$ cat src/rtl/brwm_pkg.sv
// Shared types and constants for the banked ROM window mapper.
package brwm_pkg;

	// Address map and fixed sizes.
	localparam int unsigned MAP_SPAN     = 4194304;
	localparam int unsigned BOOT_AREA    = 8192;
	localparam int unsigned WRITE_WINDOW = 65536;
	localparam int unsigned BOOT_W       = $clog2(BOOT_AREA);

	localparam int unsigned ADDR_W   = 24;
	localparam int unsigned OFFS_W   = 22;
	localparam int unsigned ROM_W    = 23;
	localparam int unsigned UNIT_W   = 5;
	localparam int unsigned UNIT_SHIFT = 17;

	localparam logic [ADDR_W-1:0] REG_BASE    = 24'h400000;
	localparam logic [ADDR_W-1:0] REG_BANK_HI = 24'h400000;
	localparam logic [ADDR_W-1:0] REG_SIZE    = 24'h402000;
	localparam logic [ADDR_W-1:0] REG_BANK_LO = 24'h404000;

	localparam logic [ROM_W-1:0] ROM_SIZE_RESET = 23'd4194304;

	// Operation codes of an input word.
	localparam logic OP_WRITE = 1'b0;
	localparam logic OP_READ  = 1'b1;

	// Mapper state, kept as one record in the state memory.
	typedef struct packed {
		logic [UNIT_W-1:0] bank_bits;
		logic              bank_known;
		logic [UNIT_W-1:0] size_units;
		logic              size_known;
		logic [UNIT_W-1:0] active_bank_units;
		logic [UNIT_W-1:0] active_size_units;
		logic              boot_mode;
	} map_state_t;

	localparam map_state_t STATE_RESET = '{
		bank_bits:         '0,
		bank_known:        1'b0,
		size_units:        '0,
		size_known:        1'b0,
		active_bank_units: '0,
		active_size_units: '0,
		boot_mode:         1'b1
	};

	typedef enum logic [1:0] {
		ST_IDLE,
		ST_READ,
		ST_DIV,
		ST_OUT
	} ctrl_state_t;

endpackage

$ cat src/rtl/banked_rom_window_mapper_unit.sv
// Top level of the banked ROM window mapper.
// The mapper takes one CPU bus word at a time, a byte write or a read, and gives one result
// word for each. Writes to 0x400000, 0x402000 and 0x404000 set the high bank bits, the window
// size in 128 KB units and the low bank bits; other writes in the register window are flagged.
// Until a complete setting has been accepted every read below 4 MB maps into the last 8 KB of
// the ROM, and afterwards such a read maps to bank plus address modulo window size. The mapper
// state lives in a one-entry synchronous memory that is read when a word is taken and written
// back when a write's result is registered, so words are handled one after another. A read that
// maps through an active window passes through the five-step remainder unit before its result
// is registered; every other word goes from the state read straight to the output register. A
// result waiting in the output register does not hold off acceptance of the next word.
module banked_rom_window_mapper_unit
	import brwm_pkg::*;
(
	input  logic              clk,
	input  logic              arst_n,
	input  logic              cfg_we,
	input  logic [ROM_W-1:0]  cfg_wdata,
	input  logic              in_valid,
	output logic              in_stall,
	input  logic              opcode,
	input  logic [ADDR_W-1:0] address,
	input  logic [7:0]        data,
	output logic              out_valid,
	input  logic              out_stall,
	output logic              mapped,
	output logic [OFFS_W-1:0] rom_offset,
	output logic              unexpected_write,
	output logic              map_rejected
);

	ctrl_state_t       state_q;
	ctrl_state_t       state_next;
	logic [ROM_W-1:0]  rom_size_q;
	logic              op_q;
	logic [ADDR_W-1:0] addr_q;
	logic [7:0]        data_q;
	map_state_t        state_mem [1];
	map_state_t        state_rd_q;
	logic              state_valid_q;
	map_state_t        cur;
	map_state_t        upd;
	logic              accept;
	logic              rem_start;
	logic              rem_done;
	logic [UNIT_W-1:0] rem_val;
	logic              load_out;
	logic              slot_free;
	logic              needs_div;
	logic              in_span;
	logic              in_window;
	logic              reg_hit;
	logic              changed;
	logic              check;
	logic [ROM_W:0]    map_end;
	logic              res_mapped;
	logic [OFFS_W-1:0] res_offset;
	logic              res_unexpected;
	logic              res_rejected;
	logic [ROM_W-1:0]  boot_sum;
	logic [OFFS_W-1:0] win_offset;
	logic              out_valid_q;
	logic              mapped_q;
	logic [OFFS_W-1:0] rom_offset_q;
	logic              unexpected_q;
	logic              rejected_q;

	assign accept    = in_valid && !in_stall;
	assign slot_free = !out_valid_q || !out_stall;

	// An entry never written since reset reads as the reset state.
	assign cur = state_valid_q ? state_rd_q : STATE_RESET;

	assign in_span   = addr_q < ADDR_W'(MAP_SPAN);
	assign in_window = (addr_q >= REG_BASE) && ((addr_q - REG_BASE) < ADDR_W'(WRITE_WINDOW));
	assign needs_div = (op_q == OP_READ) && in_span && !cur.boot_mode
		&& (cur.active_size_units != '0);

	// Next state.
	always_comb begin
		state_next = state_q;
		unique case (state_q)
			ST_IDLE: begin
				if (accept) begin
					state_next = ST_READ;
				end
			end
			ST_READ: begin
				state_next = needs_div ? ST_DIV : ST_OUT;
			end
			ST_DIV: begin
				if (rem_done) begin
					state_next = ST_OUT;
				end
			end
			ST_OUT: begin
				if (slot_free) begin
					state_next = ST_IDLE;
				end
			end
			default: state_next = ST_IDLE;
		endcase
	end

	// Control outputs of the sequencer.
	always_comb begin
		in_stall  = 1'b1;
		rem_start = 1'b0;
		load_out  = 1'b0;
		unique case (state_q)
			ST_IDLE: in_stall  = 1'b0;
			ST_READ: rem_start = needs_div;
			ST_DIV:  ;
			ST_OUT:  load_out  = slot_free;
			default: ;
		endcase
	end

	brwm_rem u_rem (
		.clk       (clk),
		.arst_n    (arst_n),
		.start     (rem_start),
		.dividend  (addr_q[UNIT_SHIFT+UNIT_W-1:UNIT_SHIFT]),
		.divisor   (cur.active_size_units),
		.done      (rem_done),
		.remainder (rem_val)
	);

	// Register writes and the check of a new setting.
	always_comb begin
		upd     = cur;
		reg_hit = 1'b1;
		priority if (addr_q == REG_BANK_HI) begin
			upd.bank_bits[4:3] = data_q[2:1];
			upd.bank_known     = 1'b1;
		end else if (addr_q == REG_SIZE) begin
			upd.size_units = data_q[UNIT_W-1:0];
			upd.size_known = 1'b1;
		end else if (addr_q == REG_BANK_LO) begin
			upd.bank_bits[2:0] = data_q[2:0];
			upd.bank_known     = 1'b1;
		end else begin
			reg_hit = 1'b0;
		end

		changed = (upd.bank_bits != cur.bank_bits) || (upd.size_units != cur.size_units)
			|| (upd.bank_known != cur.bank_known) || (upd.size_known != cur.size_known);
		check   = in_window && reg_hit && upd.bank_known && upd.size_known && changed;
		map_end = {2'b00, upd.bank_bits, UNIT_SHIFT'(0)} + {2'b00, upd.size_units, UNIT_SHIFT'(0)};

		res_unexpected = in_window && !reg_hit;
		res_rejected   = 1'b0;
		if (check) begin
			if ((upd.size_units == '0) || (map_end > {1'b0, rom_size_q})) begin
				res_rejected = 1'b1;
			end else begin
				upd.active_bank_units = upd.bank_bits;
				upd.active_size_units = upd.size_units;
				upd.boot_mode         = 1'b0;
			end
		end
		if (!in_window) begin
			upd = cur;
		end
	end

	// Read offsets. Both wrap modulo the 22-bit offset range.
	always_comb begin
		boot_sum   = rom_size_q - ROM_W'(BOOT_AREA) + ROM_W'(addr_q[BOOT_W-1:0]);
		win_offset = {cur.active_bank_units, UNIT_SHIFT'(0)}
			+ {rem_val, addr_q[UNIT_SHIFT-1:0]};
		res_mapped = (op_q == OP_READ) && in_span;
		if (!res_mapped) begin
			res_offset = '0;
		end else if (cur.boot_mode || (cur.active_size_units == '0)) begin
			res_offset = boot_sum[OFFS_W-1:0];
		end else begin
			res_offset = win_offset;
		end
	end

	always_ff @(posedge clk or negedge arst_n) begin
		if (!arst_n) begin
			state_q       <= ST_IDLE;
			rom_size_q    <= ROM_SIZE_RESET;
			state_valid_q <= 1'b0;
			out_valid_q   <= 1'b0;
		end else begin
			state_q <= state_next;
			if (cfg_we) begin
				rom_size_q <= cfg_wdata;
			end
			if (load_out && (op_q == OP_WRITE)) begin
				state_valid_q <= 1'b1;
			end
			if (load_out) begin
				out_valid_q <= 1'b1;
			end else if (!out_stall) begin
				out_valid_q <= 1'b0;
			end
		end
	end

	// State memory: read when a word is taken, written back with the result of a write.
	always_ff @(posedge clk) begin
		if (load_out && (op_q == OP_WRITE)) begin
			state_mem[0] <= upd;
		end
		if (accept) begin
			state_rd_q <= state_mem[0];
		end
	end

	always_ff @(posedge clk) begin
		if (accept) begin
			op_q   <= opcode;
			addr_q <= address;
			data_q <= data;
		end
		if (load_out) begin
			mapped_q     <= res_mapped;
			rom_offset_q <= res_offset;
			unexpected_q <= (op_q == OP_WRITE) && res_unexpected;
			rejected_q   <= (op_q == OP_WRITE) && res_rejected;
		end
	end

	assign out_valid        = out_valid_q;
	assign mapped           = mapped_q;
	assign rom_offset       = rom_offset_q;
	assign unexpected_write = unexpected_q;
	assign map_rejected     = rejected_q;

endmodule

$ cat src/rtl/brwm_rem.sv
// Restoring remainder unit: one quotient bit per cycle on 5-bit operands.
module brwm_rem
	import brwm_pkg::*;
(
	input  logic              clk,
	input  logic              arst_n,
	input  logic              start,
	input  logic [UNIT_W-1:0] dividend,
	input  logic [UNIT_W-1:0] divisor,
	output logic              done,
	output logic [UNIT_W-1:0] remainder
);

	localparam int unsigned CNT_W = $clog2(UNIT_W);
	localparam logic [CNT_W-1:0] LAST_STEP = CNT_W'(UNIT_W - 1);

	logic              busy_q;
	logic              done_q;
	logic [CNT_W-1:0]  cnt_q;
	logic [UNIT_W-1:0] rem_q;
	logic [UNIT_W-1:0] num_q;
	logic [UNIT_W-1:0] div_q;
	logic [UNIT_W:0]   trial;
	logic [UNIT_W:0]   diff;
	logic [UNIT_W-1:0] rem_next;

	// Shift in the next dividend bit and subtract the divisor where it fits.
	always_comb begin
		trial = {rem_q, num_q[UNIT_W-1]};
		diff  = trial - {1'b0, div_q};
		if (trial >= {1'b0, div_q}) begin
			rem_next = diff[UNIT_W-1:0];
		end else begin
			rem_next = trial[UNIT_W-1:0];
		end
	end

	always_ff @(posedge clk or negedge arst_n) begin
		if (!arst_n) begin
			busy_q <= 1'b0;
			done_q <= 1'b0;
			cnt_q  <= '0;
		end else if (start) begin
			busy_q <= 1'b1;
			done_q <= 1'b0;
			cnt_q  <= '0;
		end else if (busy_q) begin
			if (cnt_q == LAST_STEP) begin
				busy_q <= 1'b0;
				done_q <= 1'b1;
			end else begin
				cnt_q <= cnt_q + 1'b1;
			end
		end
	end

	always_ff @(posedge clk) begin
		if (start) begin
			rem_q <= '0;
			num_q <= dividend;
			div_q <= divisor;
		end else if (busy_q) begin
			rem_q <= rem_next;
			num_q <= {num_q[UNIT_W-2:0], 1'b0};
		end
	end

	assign done      = done_q;
	assign remainder = rem_q;

endmodule

$ cat config.mk
export PLATFORM = sky130hd
export DESIGN_NAME = banked_rom_window_mapper_unit
export DESIGN_NICKNAME = d
export VERILOG_FILES = /design/src/rtl/brwm_pkg.sv /design/src/rtl/banked_rom_window_mapper_unit.sv /design/src/rtl/brwm_rem.sv
export SDC_FILE = /design/constraint.sdc
export NUM_CORES = 1
export LEC_CHECK = 0
export ABC_AREA = 1
export BUFFER_PORTS_ARGS = -buffer_cell sky130_fd_sc_hd__buf_4
export CAP_MARGIN = 5
export CORE_UTILIZATION = 50
export CTS_CLUSTER_SIZE = 12
export DETAILED_ROUTE_END_ITERATION = 8
export HOLD_SLACK_MARGIN = 0.1
export PLACE_DENSITY_LB_ADDON = 0.2
export SETUP_SLACK_MARGIN = 0.15
export SYNTH_ARGS = -nofsm -noshare
export SYNTH_HDL_FRONTEND = slang
export SYNTH_HIERARCHICAL = 1
export SYNTH_SLANG_ARGS = --single-unit
$ cat constraint.sdc
create_clock -name clk -period 4.35 [get_ports clk]
set_input_delay 1.305 -clock clk [delete_from_list [all_inputs] [get_ports clk]]
set_output_delay 1.305 -clock clk [all_outputs]
set_load 0.05 [all_outputs]
==> qor.yml <==
run_status:
  status: "finished clean"
drt:
  drt_wl_total_um: 17720
  postRouteAntennaNets: 0
  firstDrtPassIters: 5
  drt-initial-drc-count: 588
  wl_per_cell_um: 15.02
  dr_total_vias: 6048
  via_per_inst: 5.125
  drc: 0
worst_setup_path:
  worst_ep_arrival_time_ps: 4080
  cpMostUsedCell: "nand2_1"
  crit_slowest_cell: "edfxtp_1"
  cp_top_family: "simple AND/OR/NAND/NOR gates"
  critPathLaunch: "addr_q[7]"
  required_ps: 4540
  crit_buf_inv: 3
  max_stage_delay_ps: 450
  critPathKind: "reg -> reg"
  cp-start-kind: "flip-flop"
  crit_path_max_fanout: 10
  reg2reg_from: "addr_q[7]"
  end_kind: "flip-flop"
floorplanning:
  core_um2: 15310
  dieArea_um2: 16330
  std_cell_rows: 45
  start_util: 0.5164
  die_h_um: 127.8
  die_x_um: 127.8
  ios: 88
sta:
  min_period_over_period: 0.8962
  tightest_slew_ps: 959.1
  relSlewSlack: 0.3599
  fin_crit_ps: 3899
  setup-tns-final_ps: 0
  rsz0062_at_grt: "no"
  setup_viol: 0
  hold_viol: 0
  fin_skew_ps: 10.35
  fmax_ghz: 0.2565
  finalMaxSlewViolations: 0
global_route:
  grt_overflow: 0
  antenna_found_initial: 0
  grt_usage: 0.2295
  grt_pass1_wl_um: 28010
  grt_max_degree: 47
  grt_pass1_vias: 5505
power_and_ir_drop:
  p_clk_frac: 0.367
  pwr-share-seq: 0.410
  p_sw_mw: 1.387
  vdd.ir_drop.worst_mv: 0.2966
  power_density_nw_per_um2: 465.9
  p_comb_frac: 0.222
  p_sw_frac: 0.3124
  leakagePower_nw: 4.185
  p_int_mw: 3.053
  power_mw: 4.440
min_path:
  hold_path_class: "reg -> reg"
  worstHoldStart: "state_mem[0][20]"
clock_tree:
  clk_latency_ps: 430
  cts.sinks: 148
  cts_tree: "built"
  clk_pin_slew_ps: 60
  cts-buffers-inserted: 17
  cts_buffer_depth: 2
  h-tree-depth: 4
  cts_root_buf: "clkbuf_16"
  ctsHoldBuffers: 0
job:
  cap_violations: 0
synthesis:
  ys_seq_area_frac: 0.5355
  async_flop_share: 0.2162
  synth_area_per_cell_um2: 9.261
  ys_ff_latch: 148
  synth_area_leaders: "edfxtp_1 42%, dfrtp_1 9.8%, nand2_1 9.8%"
  synth_area_um2: 7909
  synth_top_area_frac: 0.4215
  yosysMostFrequentCell: "nand2_1"
  yosysUniqueCellTypes: 44
  synth_top_cell_by_area: "edfxtp_1"
  synth_edf_count: 111
  ys.flop_type: "edfxtp_1"
  synth_nets: 958
  synthCells: 854
  synth_common_cells: "206 x nand2_1, 129 x inv_1, 111 x edfxtp_1, 63 x o21ai_0, 53 x nor2_1"
  yosysWarningCount: 6
finish:
  num_antenna_cells: 0
  nNetsFinal: 1060
  fillerInstances: 1307
  drive_above_1_share: 0.1868
  area_growth_pct: 20.50
placed_design:
  dpl.hpwl_um: 12960
  routabilityCongestion: 0.9249
  io_buffers: 84
worst reg2reg max path: stages, from the launching register on:
cell	delay, ps
edfxtp_1	450
nor2_2	160
nand2_1	110
nor2_4	240
nand3_4	180
nand2_1	100
o21ai_1	110
inv_2	130
nand2_1	100
nand2_1	100
inv_1	50
ha_1	180
inv_1	40
nand2_1	80
nand3_1	90
nand2_1	70
xor2_1	140
ha_1	270
nand2_1	70
nor2_2	150
nand4_1	130
nand2_1	140
o21ai_2	100
nor2_4	190
nand3_2	150
nand2_1	90
nand2_1	50
sequential cells by signal, indices dropped and copies added (netlist names), 2 cells and up:
name / cells
state_mem: 23
u_rem/cnt_q: 3
data_q: 5
state_rd_q: 23
rom_offset: 22
u_rem/div_q: 5
state_q: 2
rom_size_q: 23
u_rem/num_q: 5
u_rem/remainder: 5
addr_q: 24
power by group through the flow:
stage | Combinational [mW] | Clock, mW | Sequential [mW]
finish | 0.987 | 1.63 | 1.82
global route | 1.08 | 1.72 | 1.84
CTS | 0.979 | 1.66 | 1.82
detailed placement | 0.972 | 0 | 1.85
global placement | 0.959 | 0 | 1.85
floorplan | 0.501 | 0 | 2.00
final timing paths:
| kind | cells past startpoint | slack [ps] | to |
|---|---|---|---|
| min in group asynchronous | 1 | 820 | out_valid |
| worst min register to register | 0 | 410 | state_rd_q[20] |
| worst max register to register | 26 | 450 | state_mem[0][3] |
| worst min-delay path | 0 | 410 | state_rd_q[20] |
| worst max-delay path | 26 | 450 | state_mem[0][3] |
| max in group asynchronous | 1 | 3170 | rom_size_q[22] |
cell type report:
class	count	area, um2	share of cell area
sequential	148	4235	0.4444
clock buffer	18	429.2	0.04503
tap	211	264.0	0.02770
timing repair buffer	99	743.2	0.07798
multi-input combinational	556	3129	0.3283
inverter	134	503.0	0.05278
clock inverter	14	226.5	0.02376
metal layers:
layer	global-route usage	up-vias	share of wire	wire length (um)
li1	-	3053	-	-
met1	0.3178	2781	0.47	8324
met2	0.3584	194	0.45	7930
met3	0.05593	20	0.068	1211
met4	0.06782	0	0.014	255
met5	0	-	0	0
metrics by stage:
| step | worst slack, ps | hold WS (ps) | instance area, um2 | instances | utilization |
|---|---|---|---|---|---|
| 6_report | 451.3 | 414.1 | 9530 | 1180 | 0.6223 |
| 5_1_grt | 152.1 | 424.3 | 9530 | 1180 | 0.6223 |
| 4_1_cts | 253.6 | 420.0 | 9445 | 1174 | 0.6167 |
| 3_5_place_dp | 344.2 | 404.5 | 8790 | 1142 | 0.5739 |
| 3_3_place_gp | 365.1 | 400.7 | 8790 | 1142 | 0.5739 |
| 2_1_floorplan | 642.8 | 400.3 | 7909 | 854 | - |
cells by family after synthesis:
family / after synthesis / share of synthesized area
buffers and inverters: 150 / 0.07530
xor gates and xnor gates: 13 / 0.01440
adders and majority gates: 43 / 0.07088
and+or+nand+nor: 372 / 0.2161
AOI/OAI and AO/OA: 128 / 0.08780
DFF: 148 / 0.5355
repair_timing:
| item | in CTS | in global routing |
|---|---|---|
| gates resized for setup | 0 | 13 |
| buffers inserted | 0 | 6 |
| endpoints found under the setup margin | 0 | 11 |
cells in the final DEF (no fill, tap or decap), drive strengths merged, types with 3 or more instances in the layout:
| cell type | synthesis | final |
|---|---|---|
| nand2 | 215 | 215 |
| inv | 133 | 135 |
| edfxtp | 111 | 111 |
| buf | 11 | 99 |
| o21ai | 70 | 70 |
| nor2 | 66 | 66 |
| nand3 | 54 | 54 |
| ha | 40 | 40 |
| a21oi | 39 | 39 |
| dfrtp | 31 | 31 |
| nand4 | 21 | 21 |
| clkbuf | 5 | 18 |
| nor3 | 11 | 11 |
| xnor2 | 9 | 9 |
| clkinv | 1 | 7 |
| a21o | 5 | 5 |
| bufinv | 0 | 5 |
| dfxtp | 5 | 5 |
| xor2 | 4 | 4 |
| a31oi | 3 | 3 |
| o22ai | 3 | 3 |
| or2 | 3 | 3 |
| fa | 3 | 3 |
Note: power is estimated with default switching activity, not from simulation.
